File: config.mk
export PLATFORM = sky130hd
export DESIGN_NAME = cr_rc_rc_pulse_shaper_core_flat
export DESIGN_NICKNAME = d
export VERILOG_FILES = /design/src/design/crs_pkg.sv /design/src/design/crs_intf.sv /design/src/design/crs_cfg.sv /design/src/design/crs_ctrl.sv /design/src/design/crs_dp.sv /design/src/design/cr_rc_rc_pulse_shaper_core.sv /design/src/flat_wrapper.sv
export SDC_FILE = /design/constraint.sdc
export NUM_CORES = 2
export LEC_CHECK = 0
export ABC_AREA = 1
export BUFFER_PORTS_ARGS = -buffer_cell sky130_fd_sc_hd__buf_2
export CORE_ASPECT_RATIO = 1.25
export CORE_MARGIN = 5
export CORE_UTILIZATION = 59
export DETAILED_ROUTE_END_ITERATION = 10
export GPL_TIMING_DRIVEN = 0
export PLACE_DENSITY = 0.79
export SLEW_MARGIN = 20
export SYNTH_ARGS = -nofsm -noshare
export SYNTH_HDL_FRONTEND = slang
export SYNTH_SLANG_ARGS = --single-unit
File: constraint.sdc
create_clock -name clk -period 6.61 [get_ports clk]
set_input_delay 1.322 -clock clk [delete_from_list [all_inputs] [get_ports clk]]
set_output_delay 1.322 -clock clk [all_outputs]
set_load 0.02 [all_outputs]
File: src/design/crs_pkg.sv
// Shared types, widths and arithmetic helpers of the CR-RC-RC pulse shaper.
package crs_pkg;

    localparam int SAMPLE_BITS = 16;
    localparam int ACC_BITS    = 32;
    localparam int OUT_W       = 24;
    localparam int FRAC        = ACC_BITS - OUT_W;
    localparam int XIN_PAD     = ACC_BITS - SAMPLE_BITS - FRAC;
    localparam int COEF_W      = 16;
    localparam int PROD_W      = COEF_W + 1 + ACC_BITS;
    localparam int SUM_W       = PROD_W + 1;
    localparam int RND_W       = SUM_W - COEF_W;
    localparam int WIDE_W      = RND_W + 2;
    localparam int CFG_IDX_W   = 3;
    localparam int CFG_DATA_W  = COEF_W;

    localparam logic signed [SUM_W-1:0] ROUND_HALF = SUM_W'(1) <<< (COEF_W - 1);
    localparam logic signed [ACC_BITS-1:0] ACC_MAX = {1'b0, {(ACC_BITS-1){1'b1}}};
    localparam logic signed [ACC_BITS-1:0] ACC_MIN = {1'b1, {(ACC_BITS-1){1'b0}}};

    typedef enum logic [CFG_IDX_W-1:0] {
        REG_INT1_ENABLE = 3'd0,
        REG_INT1_DECAY  = 3'd1,
        REG_INT1_GAIN   = 3'd2,
        REG_DIFF_ENABLE = 3'd3,
        REG_DIFF_DECAY  = 3'd4,
        REG_INT2_ENABLE = 3'd5,
        REG_INT2_DECAY  = 3'd6,
        REG_INT2_GAIN   = 3'd7
    } cfg_idx_t;

    localparam logic [COEF_W-1:0] RST_INT1_DECAY = 16'd52016;
    localparam logic [COEF_W-1:0] RST_INT1_GAIN  = 16'd13107;
    localparam logic [COEF_W-1:0] RST_DIFF_DECAY = 16'd64236;
    localparam logic [COEF_W-1:0] RST_INT2_DECAY = 16'd62964;
    localparam logic [COEF_W-1:0] RST_INT2_GAIN  = 16'd2621;

    typedef struct packed {
        logic              int1_enable;
        logic [COEF_W-1:0] int1_decay;
        logic [COEF_W-1:0] int1_gain;
        logic              diff_enable;
        logic [COEF_W-1:0] diff_decay;
        logic              int2_enable;
        logic [COEF_W-1:0] int2_decay;
        logic [COEF_W-1:0] int2_gain;
    } cfg_t;

    typedef enum logic [2:0] {
        MUL_INT1_DECAY,
        MUL_INT1_GAIN,
        MUL_DIFF_DECAY,
        MUL_INT2_DECAY,
        MUL_INT2_GAIN
    } mul_sel_t;

    typedef struct packed {
        logic     load;
        logic     mul_en;
        mul_sel_t mul_sel;
        logic     sum_load;
        logic     f_wr;
        logic     d_wr;
        logic     s_wr;
    } dp_cmd_t;

    typedef enum logic [2:0] {
        ST_IDLE,
        ST_GAIN1,
        ST_DDEC,
        ST_DIFF,
        ST_GAIN2,
        ST_FINAL
    } ctrl_state_t;

    // Round half up and drop the Q0.16 coefficient fraction.
    function automatic logic signed [RND_W-1:0] rnd_q16(input logic signed [SUM_W-1:0] v);
        logic signed [SUM_W-1:0] t;
        t = v + ROUND_HALF;
        return t[SUM_W-1:COEF_W];
    endfunction

    // Clamp to the signed accumulator range.
    function automatic logic signed [ACC_BITS-1:0] sat_acc(input logic signed [WIDE_W-1:0] v);
        logic [WIDE_W-ACC_BITS:0] top;
        top = v[WIDE_W-1:ACC_BITS-1];
        if ((&top) || !(|top))
            return v[ACC_BITS-1:0];
        else if (v[WIDE_W-1])
            return ACC_MIN;
        else
            return ACC_MAX;
    endfunction

endpackage

File: src/design/crs_intf.sv
// Channel interfaces of the pulse shaper: sample input, result output, configuration writes.
interface crs_sample_if import crs_pkg::*; ();
    logic                          valid;
    logic                          ready;
    logic signed [SAMPLE_BITS-1:0] sample;
    logic                          first;

    modport source (output valid, sample, first, input ready);
    modport sink   (input valid, sample, first, output ready);
endinterface

interface crs_result_if import crs_pkg::*; ();
    logic                    valid;
    logic                    ready;
    logic signed [OUT_W-1:0] integrated;
    logic signed [OUT_W-1:0] differentiated;
    logic signed [OUT_W-1:0] shaped;

    modport source (output valid, integrated, differentiated, shaped, input ready);
    modport sink   (input valid, integrated, differentiated, shaped, output ready);
endinterface

interface crs_cfg_if import crs_pkg::*; ();
    logic                  valid;
    logic                  ready;
    logic [CFG_IDX_W-1:0]  index;
    logic [CFG_DATA_W-1:0] data;

    modport source (output valid, index, data, input ready);
    modport sink   (input valid, index, data, output ready);
endinterface

File: src/design/crs_cfg.sv
// Configuration register bank of the pulse shaper.
module crs_cfg import crs_pkg::*; (
    input  logic   clk,
    input  logic   rst_n,
    crs_cfg_if.sink cfg,
    output cfg_t   regs
);

    cfg_t regs_reg;
    cfg_t regs_next;

    assign cfg.ready = 1'b1;
    assign regs      = regs_reg;

    always_comb
    begin
        regs_next = regs_reg;
        if (cfg.valid)
        begin
            unique case (cfg_idx_t'(cfg.index))
                REG_INT1_ENABLE: regs_next.int1_enable = cfg.data[0];
                REG_INT1_DECAY:  regs_next.int1_decay  = cfg.data;
                REG_INT1_GAIN:   regs_next.int1_gain   = cfg.data;
                REG_DIFF_ENABLE: regs_next.diff_enable = cfg.data[0];
                REG_DIFF_DECAY:  regs_next.diff_decay  = cfg.data;
                REG_INT2_ENABLE: regs_next.int2_enable = cfg.data[0];
                REG_INT2_DECAY:  regs_next.int2_decay  = cfg.data;
                REG_INT2_GAIN:   regs_next.int2_gain   = cfg.data;
                default:         regs_next = regs_reg;
            endcase
        end
    end

    always_ff @(posedge clk or negedge rst_n)
    begin
        if (!rst_n)
        begin
            regs_reg.int1_enable <= 1'b1;
            regs_reg.int1_decay  <= RST_INT1_DECAY;
            regs_reg.int1_gain   <= RST_INT1_GAIN;
            regs_reg.diff_enable <= 1'b1;
            regs_reg.diff_decay  <= RST_DIFF_DECAY;
            regs_reg.int2_enable <= 1'b1;
            regs_reg.int2_decay  <= RST_INT2_DECAY;
            regs_reg.int2_gain   <= RST_INT2_GAIN;
        end
        else
        begin
            regs_reg <= regs_next;
        end
    end

endmodule

File: src/design/crs_ctrl.sv
// Sequencer of the pulse shaper: steps the shared multiplier and owns both handshakes.
module crs_ctrl import crs_pkg::*; (
    input  logic    clk,
    input  logic    rst_n,
    input  logic    in_valid,
    output logic    in_ready,
    output logic    out_valid,
    input  logic    out_ready,
    output dp_cmd_t cmd
);

    ctrl_state_t state_reg;
    ctrl_state_t state_next;
    logic        out_valid_reg;
    logic        out_valid_next;
    logic        out_free;

    assign out_valid = out_valid_reg;
    assign out_free  = !out_valid_reg || out_ready;

    always_comb
    begin
        state_next     = state_reg;
        in_ready       = 1'b0;
        cmd            = '0;
        cmd.mul_sel    = MUL_INT1_DECAY;
        out_valid_next = out_valid_reg && !out_ready;
        unique case (state_reg)
            ST_IDLE:
            begin
                in_ready = 1'b1;
                if (in_valid)
                begin
                    cmd.load    = 1'b1;
                    cmd.mul_en  = 1'b1;
                    cmd.mul_sel = MUL_INT1_DECAY;
                    state_next  = ST_GAIN1;
                end
            end
            ST_GAIN1:
            begin
                cmd.mul_en   = 1'b1;
                cmd.mul_sel  = MUL_INT1_GAIN;
                cmd.sum_load = 1'b1;
                state_next   = ST_DDEC;
            end
            ST_DDEC:
            begin
                cmd.mul_en  = 1'b1;
                cmd.mul_sel = MUL_DIFF_DECAY;
                cmd.f_wr    = 1'b1;
                state_next  = ST_DIFF;
            end
            ST_DIFF:
            begin
                cmd.mul_en  = 1'b1;
                cmd.mul_sel = MUL_INT2_DECAY;
                cmd.d_wr    = 1'b1;
                state_next  = ST_GAIN2;
            end
            ST_GAIN2:
            begin
                cmd.mul_en   = 1'b1;
                cmd.mul_sel  = MUL_INT2_GAIN;
                cmd.sum_load = 1'b1;
                state_next   = ST_FINAL;
            end
            ST_FINAL:
            begin
                // hold until the output register has room for the beat
                if (out_free)
                begin
                    cmd.s_wr       = 1'b1;
                    out_valid_next = 1'b1;
                    state_next     = ST_IDLE;
                end
            end
            default:
            begin
                state_next = ST_IDLE;
            end
        endcase
    end

    always_ff @(posedge clk or negedge rst_n)
    begin
        if (!rst_n)
        begin
            state_reg     <= ST_IDLE;
            out_valid_reg <= 1'b0;
        end
        else
        begin
            state_reg     <= state_next;
            out_valid_reg <= out_valid_next;
        end
    end

endmodule

File: src/design/crs_dp.sv
// Datapath of the pulse shaper: shared 17x32 multiplier, accumulator and stage state.
module crs_dp import crs_pkg::*; (
    input  logic                          clk,
    input  logic                          rst_n,
    input  dp_cmd_t                       cmd,
    input  cfg_t                          cfg,
    input  logic signed [SAMPLE_BITS-1:0] sample,
    input  logic                          first,
    output logic signed [OUT_W-1:0]       integrated,
    output logic signed [OUT_W-1:0]       differentiated,
    output logic signed [OUT_W-1:0]       shaped
);

    logic signed [SAMPLE_BITS-1:0] x_reg;
    logic                          first_reg;
    logic signed [ACC_BITS-1:0]    int1_acc_reg;
    logic signed [ACC_BITS-1:0]    diff_acc_reg;
    logic signed [ACC_BITS-1:0]    int2_acc_reg;
    logic signed [PROD_W-1:0]      prod_reg;
    logic signed [PROD_W-1:0]      sum_reg;
    logic signed [ACC_BITS-1:0]    f_reg;
    logic signed [ACC_BITS-1:0]    d_reg;
    logic signed [OUT_W-1:0]       integrated_reg;
    logic signed [OUT_W-1:0]       differentiated_reg;
    logic signed [OUT_W-1:0]       shaped_reg;

    logic signed [ACC_BITS-1:0]    xin;
    logic        [COEF_W-1:0]      coef;
    logic signed [COEF_W:0]        coef_s;
    logic signed [ACC_BITS-1:0]    op;
    logic signed [PROD_W-1:0]      mul_out;
    logic signed [SUM_W-1:0]       pair_sum;
    logic signed [ACC_BITS-1:0]    f_next;
    logic signed [ACC_BITS-1:0]    d_next;
    logic signed [ACC_BITS-1:0]    s_next;
    logic signed [WIDE_W-1:0]      d_wide;

    assign xin = {{XIN_PAD{x_reg[SAMPLE_BITS-1]}}, x_reg, {FRAC{1'b0}}};

    always_comb
    begin
        case (cmd.mul_sel)
            MUL_INT1_DECAY:
            begin
                coef = cfg.int1_decay;
                // a first sample restarts from zero state
                op   = (cmd.load && first) ? '0 : int1_acc_reg;
            end
            MUL_INT1_GAIN:
            begin
                coef = cfg.int1_gain;
                op   = xin;
            end
            MUL_DIFF_DECAY:
            begin
                coef = cfg.diff_decay;
                op   = diff_acc_reg;
            end
            MUL_INT2_DECAY:
            begin
                coef = cfg.int2_decay;
                op   = int2_acc_reg;
            end
            MUL_INT2_GAIN:
            begin
                coef = cfg.int2_gain;
                op   = d_reg;
            end
            default:
            begin
                coef = '0;
                op   = '0;
            end
        endcase
    end

    assign coef_s   = {1'b0, coef};
    assign mul_out  = PROD_W'(coef_s) * PROD_W'(op);
    assign pair_sum = SUM_W'(sum_reg) + SUM_W'(prod_reg);

    assign f_next = cfg.int1_enable ? sat_acc(WIDE_W'(rnd_q16(pair_sum))) : xin;
    assign d_wide = WIDE_W'(rnd_q16(SUM_W'(prod_reg))) + WIDE_W'(f_reg)
                    - WIDE_W'(int1_acc_reg);
    assign s_next = cfg.int2_enable ? sat_acc(WIDE_W'(rnd_q16(pair_sum))) : d_reg;

    always_comb
    begin
        if (!cfg.diff_enable)
            d_next = f_reg;
        else if (first_reg)
            d_next = '0;
        else
            d_next = sat_acc(d_wide);
    end

    always_ff @(posedge clk or negedge rst_n)
    begin
        if (!rst_n)
        begin
            int1_acc_reg <= '0;
            diff_acc_reg <= '0;
            int2_acc_reg <= '0;
        end
        else if (cmd.load && first)
        begin
            int1_acc_reg <= '0;
            diff_acc_reg <= '0;
            int2_acc_reg <= '0;
        end
        else if (cmd.s_wr)
        begin
            int1_acc_reg <= f_reg;
            diff_acc_reg <= d_reg;
            int2_acc_reg <= s_next;
        end
    end

    always_ff @(posedge clk)
    begin
        if (cmd.load)
        begin
            x_reg     <= sample;
            first_reg <= first;
        end
        if (cmd.mul_en)
            prod_reg <= mul_out;
        if (cmd.sum_load)
            sum_reg <= prod_reg;
        if (cmd.f_wr)
            f_reg <= f_next;
        if (cmd.d_wr)
            d_reg <= d_next;
        if (cmd.s_wr)
        begin
            integrated_reg     <= f_reg[FRAC+OUT_W-1:FRAC];
            differentiated_reg <= d_reg[FRAC+OUT_W-1:FRAC];
            shaped_reg         <= s_next[FRAC+OUT_W-1:FRAC];
        end
    end

    assign integrated     = integrated_reg;
    assign differentiated = differentiated_reg;
    assign shaped         = shaped_reg;

endmodule

File: src/design/cr_rc_rc_pulse_shaper_core.sv
// Top level of the CR-RC-RC pulse shaper: config bank, sequencer and datapath.
// A result beat is valid once its sample beat is accepted and the sequencer has
// stepped through GAIN1, DDEC, DIFF, GAIN2 and the FINAL commit. One sample is
// taken at a time: its five products go through the single 17x32 multiplier in turn.
// The output register holds a result while the next sample is taken; the last
// step waits only if the previous result beat has still not been taken.
// Reset: asynchronous, active low; stage state clears to zero, registers to defaults.
module cr_rc_rc_pulse_shaper_core import crs_pkg::*; (
    input  logic          clk,
    input  logic          rst_n,
    crs_cfg_if.sink       cfg,
    crs_sample_if.sink    samples,
    crs_result_if.source  results
);

    cfg_t    regs;
    dp_cmd_t cmd;
    logic    in_ready;
    logic    out_valid;

    crs_cfg u_cfg (
        .clk   (clk),
        .rst_n (rst_n),
        .cfg   (cfg),
        .regs  (regs)
    );

    crs_ctrl u_ctrl (
        .clk       (clk),
        .rst_n     (rst_n),
        .in_valid  (samples.valid),
        .in_ready  (in_ready),
        .out_valid (out_valid),
        .out_ready (results.ready),
        .cmd       (cmd)
    );

    crs_dp u_dp (
        .clk            (clk),
        .rst_n          (rst_n),
        .cmd            (cmd),
        .cfg            (regs),
        .sample         (samples.sample),
        .first          (samples.first),
        .integrated     (results.integrated),
        .differentiated (results.differentiated),
        .shaped         (results.shaped)
    );

    assign samples.ready = in_ready;
    assign results.valid = out_valid;

    // a committed result shows up as an output beat next cycle
    a_commit_valid: assert property (@(posedge clk) disable iff (!rst_n)
        cmd.s_wr |=> results.valid)
        else $error("committed result not presented");

    // never overwrite a result beat still waiting
    a_no_overwrite: assert property (@(posedge clk) disable iff (!rst_n)
        cmd.s_wr |-> (!results.valid || results.ready))
        else $error("pending result overwritten");

    // one sample at a time
    a_busy_after_accept: assert property (@(posedge clk) disable iff (!rst_n)
        (samples.valid && samples.ready) |=> !samples.ready)
        else $error("sample accepted while busy");

    a_one_step: assert property (@(posedge clk) disable iff (!rst_n)
        $onehot0({cmd.load, cmd.f_wr, cmd.d_wr, cmd.s_wr}))
        else $error("overlapping sequencer steps");

endmodule

File: src/flat_wrapper.sv
// flat-port wrapper written by rule: the top's interface ports become plain ports
module cr_rc_rc_pulse_shaper_core_flat import crs_pkg::*;
  (clk, rst_n, cfg_valid, cfg_index, cfg_data, cfg_ready, samples_valid, samples_sample, samples_first, samples_ready, results_valid, results_integrated, results_differentiated, results_shaped, results_ready);
  crs_cfg_if cfg_i ();
  crs_sample_if samples_i ();
  crs_result_if results_i ();
  input  logic clk;
  input  logic rst_n;
  input wire logic [$bits(cfg_i.valid)-1:0] cfg_valid;
  input wire logic [$bits(cfg_i.index)-1:0] cfg_index;
  input wire logic [$bits(cfg_i.data)-1:0] cfg_data;
  output wire logic [$bits(cfg_i.ready)-1:0] cfg_ready;
  input wire logic [$bits(samples_i.valid)-1:0] samples_valid;
  input wire logic [$bits(samples_i.sample)-1:0] samples_sample;
  input wire logic [$bits(samples_i.first)-1:0] samples_first;
  output wire logic [$bits(samples_i.ready)-1:0] samples_ready;
  output wire logic [$bits(results_i.valid)-1:0] results_valid;
  output wire logic [$bits(results_i.integrated)-1:0] results_integrated;
  output wire logic [$bits(results_i.differentiated)-1:0] results_differentiated;
  output wire logic [$bits(results_i.shaped)-1:0] results_shaped;
  input wire logic [$bits(results_i.ready)-1:0] results_ready;
  assign cfg_i.valid = cfg_valid;
  assign cfg_i.index = cfg_index;
  assign cfg_i.data = cfg_data;
  assign cfg_ready = cfg_i.ready;
  assign samples_i.valid = samples_valid;
  assign samples_i.sample = samples_sample;
  assign samples_i.first = samples_first;
  assign samples_ready = samples_i.ready;
  assign results_valid = results_i.valid;
  assign results_integrated = results_i.integrated;
  assign results_differentiated = results_i.differentiated;
  assign results_shaped = results_i.shaped;
  assign results_i.ready = results_ready;
  cr_rc_rc_pulse_shaper_core u_core (.clk(clk), .rst_n(rst_n), .cfg(cfg_i), .samples(samples_i), .results(results_i));
endmodule
======== Yosys cells after proc, flatten, opt, wreduce, memory -nomap -nowiden ========
Index checks and enable logic that the tools add are counted.
word-level totals
  flip-flop bits (word level) ............. 434
  input port bits ......................... 41
  output and inout port bits .............. 75
  word-level logic and storage cells ...... 105
operators by class
  add/sub/neg operators ................... 5
  $mul .................................... 1
  equality and inequality tests ........... 18
  muxes and demuxes ....................... 31
  reductions and logical operators ........ 27
operators with widths
  operator                  count
  $mux W32                  15
  $pmux W32 S5              1
  $pmux W16 S5              1
  $add A49 B17 Y50 const B  1
  $add A49 B49 Y50          1
  $add A50 B17 Y50 const B  1
  $mul A17 B32 Y49          1
  $sub A35 B32 Y36          1
  $add A34 B32 Y35          1
  $eq A3 B3 Y1 const B      7
  $pmux W4 S5               1
  $eq A3 B2 Y1 const B      6
  $pmux W3 S6               1
  $reduce_and A2 Y1         9
  $eq A3 B1 Y1 const B      3
  $logic_not A3 Y1          3
  $mux W1                   9
  $mux W3                   2
  $mux W5                   1
  $reduce_and A5 Y1         1
  $reduce_or A5 Y1          1
  $logic_not A1 Y1          4
  $ne A2 B2 Y1 const B      2
  $logic_or A1 B1 Y1        3
  other kinds (5)           6

======== Depth between registers and ports, before layout ========
  depth in word-level cells ............... 9
  mapped depth ............................ 37
  mapped depth without buffers ............ 33

======== By module ========
From an unflattened synthesis, not the netlist that was laid out.
second synthesis, totals
  cell total of the unflattened synthesis .. 5271
  area, all modules ....................... 43867.1 µm²
by module, submodules not included
  module    instances  cells each  area an instance (µm²)
  crs_dp    1          4861        40214.8
  crs_cfg   1          373         3390.8
  crs_ctrl  1          37          261.5

======== Least setup slack after synthesis ========
Ideal clock, no wire load.
  kind .................................... input -> register
  start point ............................. input samples_valid
  end point ............................... register u_core.u_dp.prod_reg[44] (data pin)
  arrival time ............................ 7.467 ns
  slack ................................... -1.119 ns
  stages on the path ...................... 29
  cell sequence ........................... nand2_1 -> inv_1 -> nand2_1 -> buf_2 -> nand3_2 -> o2111ai_2 -> buf_4 -> nand2_1 -> inv_1 -> fa_1 -> inv_1 -> fa_1 -> fa_1 -> fa_1 -> inv_1 -> fa_1 -> inv_1 -> fa_1 -> inv_1 -> ha_1 -> nand2_1 -> nor2_1 -> nand4_1 -> nor3_1 -> a21oi_1 -> o21ai_0 -> nand2_1 -> o21bai_1 -> xor2_1
RTL lines
  element               line                text
  start, declared       flat_wrapper.sv:13  input wire logic [$bits(samples_i.valid)-1:0] samples_valid;
  end signal, assigned  crs_dp.sv:126       prod_reg <= mul_out;
  end, declared         crs_dp.sv:19        logic signed [PROD_W-1:0] prod_reg;

======== Worst setup path in the final report ========
  start point ............................. register u_core.u_ctrl.state_reg[1]
  end point ............................... register u_core.u_dp.prod_reg[47] (data pin)
between the ends
  cells in the longest elaborated chain, start to end .. 6
ends and longest elaborated chain
  element                                                               line            text
  start, declared                                                       crs_ctrl.sv:12  ctrl_state_t state_reg;
  start signal, assigned                                                crs_ctrl.sv:94  state_reg <= state_next;
  parallel branches: the longest is 5 deep, another holds $pmux W16 S5  -
  $mul A17 B32 Y49 *                                                    crs_dp.sv:78    assign mul_out = PROD_W'(coef_s) * PROD_W'(op);
  net u_core.u_dp.mul_out[47]                                           crs_dp.sv:31    logic signed [PROD_W-1:0] mul_out;
Mark *: on every way through the listed nets, which the timed path passes.
A chain may end at the register's enable or synchronous reset.

==> results by group <==
Outcome
  • Status: finished with violations
  • Failing checks: negative setup slack

Clock network
  • Clk slew on worst S/H paths: 0.06 ns
  • Sink Count: 434
  • Num CTS Buffers: 46
  • Root Buffer: clkbuf_16
  • H-tree levels: 2
  • Worst-skew pair later-pin latency: 0.63 ns
  • TritonCTS clock tree: built
  • Clk buf depth: 3

Finish
  • Final #Nets: 6424
  • Layout cells sized above 1: 0.182
  • Area Growth Syn to Fin: 18.7%
  • Max reg flops: 83
  • Most common cell after layout, fill and taps aside: nand2_1
  • Most frequent cells in the layout: nand2_1, inv_1, fa_1

Placed design
  • Gp weighted congestion: 1.05
  • Port Buf Inserts: 114
  • Hpwl dp: 125000 um

Global routing
  • Antenna violations before repair: 1
  • Vias in the first global route: 39699
  • Grt ovf: 0
  • Largest net degree at the start of global routing: 99
  • First-pass GRT wire length: 234000 um
  • GRT Total Usage: 0.391

Floorplanning
  • Die height: 316 um
  • I/O pin count: 116
  • Core footprint: 74400 um^2
  • Die W: 254 um
  • Site Rows: 112
  • Initial Util: 0.592
  • Die area: 80300 um^2

Logic synthesis
  • Post-synth ARST share: 0.422
  • Synth Net Count: 6054
  • Post-Syn Area: 44100 um^2
  • Post-Syn Instances: 5241
  • Post-synth EDFFs: 251
  • Synth cell types: 67
  • Avg Synthesized Cell Area: 8.41 um^2
  • Synth warn: 0
  • Synth Flop Type: edfxtp_1
  • Sequential share of the synthesized area: 0.276
  • Synth Register Bits: 434

Timing
  • Minimum clock period: 7.53 ns
  • Final Hold Viols: 0
  • Final setup fails: 36
  • Worst Tran Pin Value: 1.18 ns
  • Max Freq: 133 MHz
  • Setup Skew: 0.0196 ns
  • Fin. max-slew vios: 0
  • Final hold slack: 0.449 ns
  • Fin crit share: 1.14
  • Relative slew slack: 0.212
  • Setup ws final: -0.920 ns
  • RSZ-0062 raised after global routing: true

Critical path
  • Critical Path RT: 6.98 ns
  • WS Path Type: reg2reg
  • Worst path most repeated cell: fa_1
  • Worst path max stage delay: 0.54 ns
  • Slowest CP cell: fa_1
  • CP Max Fanout: 7
  • Setup crit end kind: flip-flop
  • Worst Setup Start Kind: flip-flop
  • Arrival @ worst endpoint: 7.90 ns

Detailed routing
  • Vias: 38825
  • Post-route ant nets: 0
  • TritonRoute pass-1 iters: 7
  • Detailed Route Iter0 Violations: 3804
  • # DRC: 0
  • Wire per inst: 24.3 um
  • Routed Wire Length: 161000 um
  • Post-DR vias/cell: 5.87

Min path
  • HP Class: reg2reg

Flow run
  • Max-cap violations: 0
-- kinds of logic after synthesis --
group	after synthesis	synth area share
adders and majority gates	772	0.308
other	1	0.0000851
and+or+nand+nor	1971	0.183
xor gates and xnor gates	132	0.0262
DFF	434	0.276
AOI/OAI and AO/OA	624	0.0865
buffers and inverters	1307	0.120
-- critical path: cells and delay by family, from the launching register on --
kind / cells / cell delay (ns)
and+or+nand+nor: 9 / 1.47
AOI/OAI and AO/OA: 3 / 0.76
DFF: 1 / 0.45
buffers and inverters: 12 / 1.27
xor gates and xnor gates: 1 / 0.14
adders and majority gates: 7 / 3.15
-- final timing paths --
path	startpoint	endpoint	slack, ns	cells after the start
max reg2reg	u_core.u_ctrl.state_reg[1]$_DFFE_PN0P_	u_core.u_dp.prod_reg[47]$_DFFE_PP_	-0.92	32
min in group asynchronous	rst_n	u_core.u_cfg.regs[13]$_DFFE_PN0P_	0.73	1
max in group asynchronous	rst_n	u_core.u_dp.diff_acc_reg[21]$_DFFE_PN0P_	4.83	2
min reg2reg	u_core.u_dp.d_reg[30]$_DFFE_PN_	u_core.u_dp.differentiated[22]$_DFFE_PP_	0.45	0
min	u_core.u_dp.d_reg[30]$_DFFE_PN_	u_core.u_dp.differentiated[22]$_DFFE_PP_	0.45	0
max	u_core.u_ctrl.state_reg[1]$_DFFE_PN0P_	u_core.u_dp.prod_reg[47]$_DFFE_PP_	-0.92	32
-- synthesized netlist by cell type, drive strengths merged, types with 7 or more instances --
master | count | area share
buf | 125 | 0.019
dfstp | 47 | 0.028
o21a | 23 | 0.0039
o21bai | 20 | 0.0034
nor3 | 38 | 0.0050
edfxtp | 251 | 0.17
nand3 | 172 | 0.021
a21boi | 11 | 0.0019
clkbuf | 48 | 0.0041
o21ai | 246 | 0.028
and2 | 13 | 0.0018
a311o | 7 | 0.0017
xnor2 | 57 | 0.011
nor2 | 362 | 0.032
dfrtp | 136 | 0.077
o2111ai | 10 | 0.0034
a21o | 12 | 0.0020
xor2 | 75 | 0.015
ha | 249 | 0.071
nand4 | 33 | 0.0047
nor4 | 8 | 0.0011
a221oi | 24 | 0.0052
a21oi | 164 | 0.019
o211ai | 24 | 0.0044
o22ai | 13 | 0.0018
inv | 1134 | 0.097
a22oi | 10 | 0.0017
nand2 | 1319 | 0.11
and3 | 17 | 0.0024
a31oi | 48 | 0.0074
fa | 523 | 0.24
-- metrics by stage --
step / setup TNS [ns] / cell area (um^2) / util / cells / worst slack, ns
2_1_floorplan: -9.11 / 45100 / - / 5241 / -0.457
3_3_place_gp: -67.00 / 46800 / 0.629 / 6324 / -2.30
3_5_place_dp: -70.35 / 46900 / 0.631 / 6327 / -2.40
4_1_cts: -18.07 / 50300 / 0.676 / 6515 / -0.708
5_1_grt: -28.55 / 52300 / 0.703 / 6619 / -1.04
6_report: -23.11 / 52300 / 0.703 / 6619 / -0.920
-- cell type report --
cell class / instances / area (um^2)
Antenna cell: 1 / 2.50
Buffer: 173 / 1590
Clock buffer: 63 / 1310
Clock inverter: 23 / 221
Fill cell: 5776 / 22100
Inverter: 1134 / 4340
Multi-Input combinational cell: 3500 / 28700
Sequential cell: 434 / 12200
Tap cell: 969 / 1210
Timing Repair Buffer: 322 / 2700
-- per-layer routing --
layer  global-route usage  vias up  wire length, um
met3               0.0704      806            14400
met5                    0        -                0
met1                0.447    18702            53800
li1                     -    16962                -
met2                0.644     2355            75400
met4                0.308        0            17500
-- repair_timing --
action | CTS | global route
gates cloned | 5 | 4
endpoints found under the hold margin | 0 | 0
setup endpoints to repair | 42 | 38
hold buffers | 0 | 0
resized for setup | 249 | 272
pin swaps | 55 | 152
buffers inserted | 97 | 100
Power is left out: the tool's default activity adds up to more than one toggle a clock period on the data nets, which glitch-free logic cannot reach.
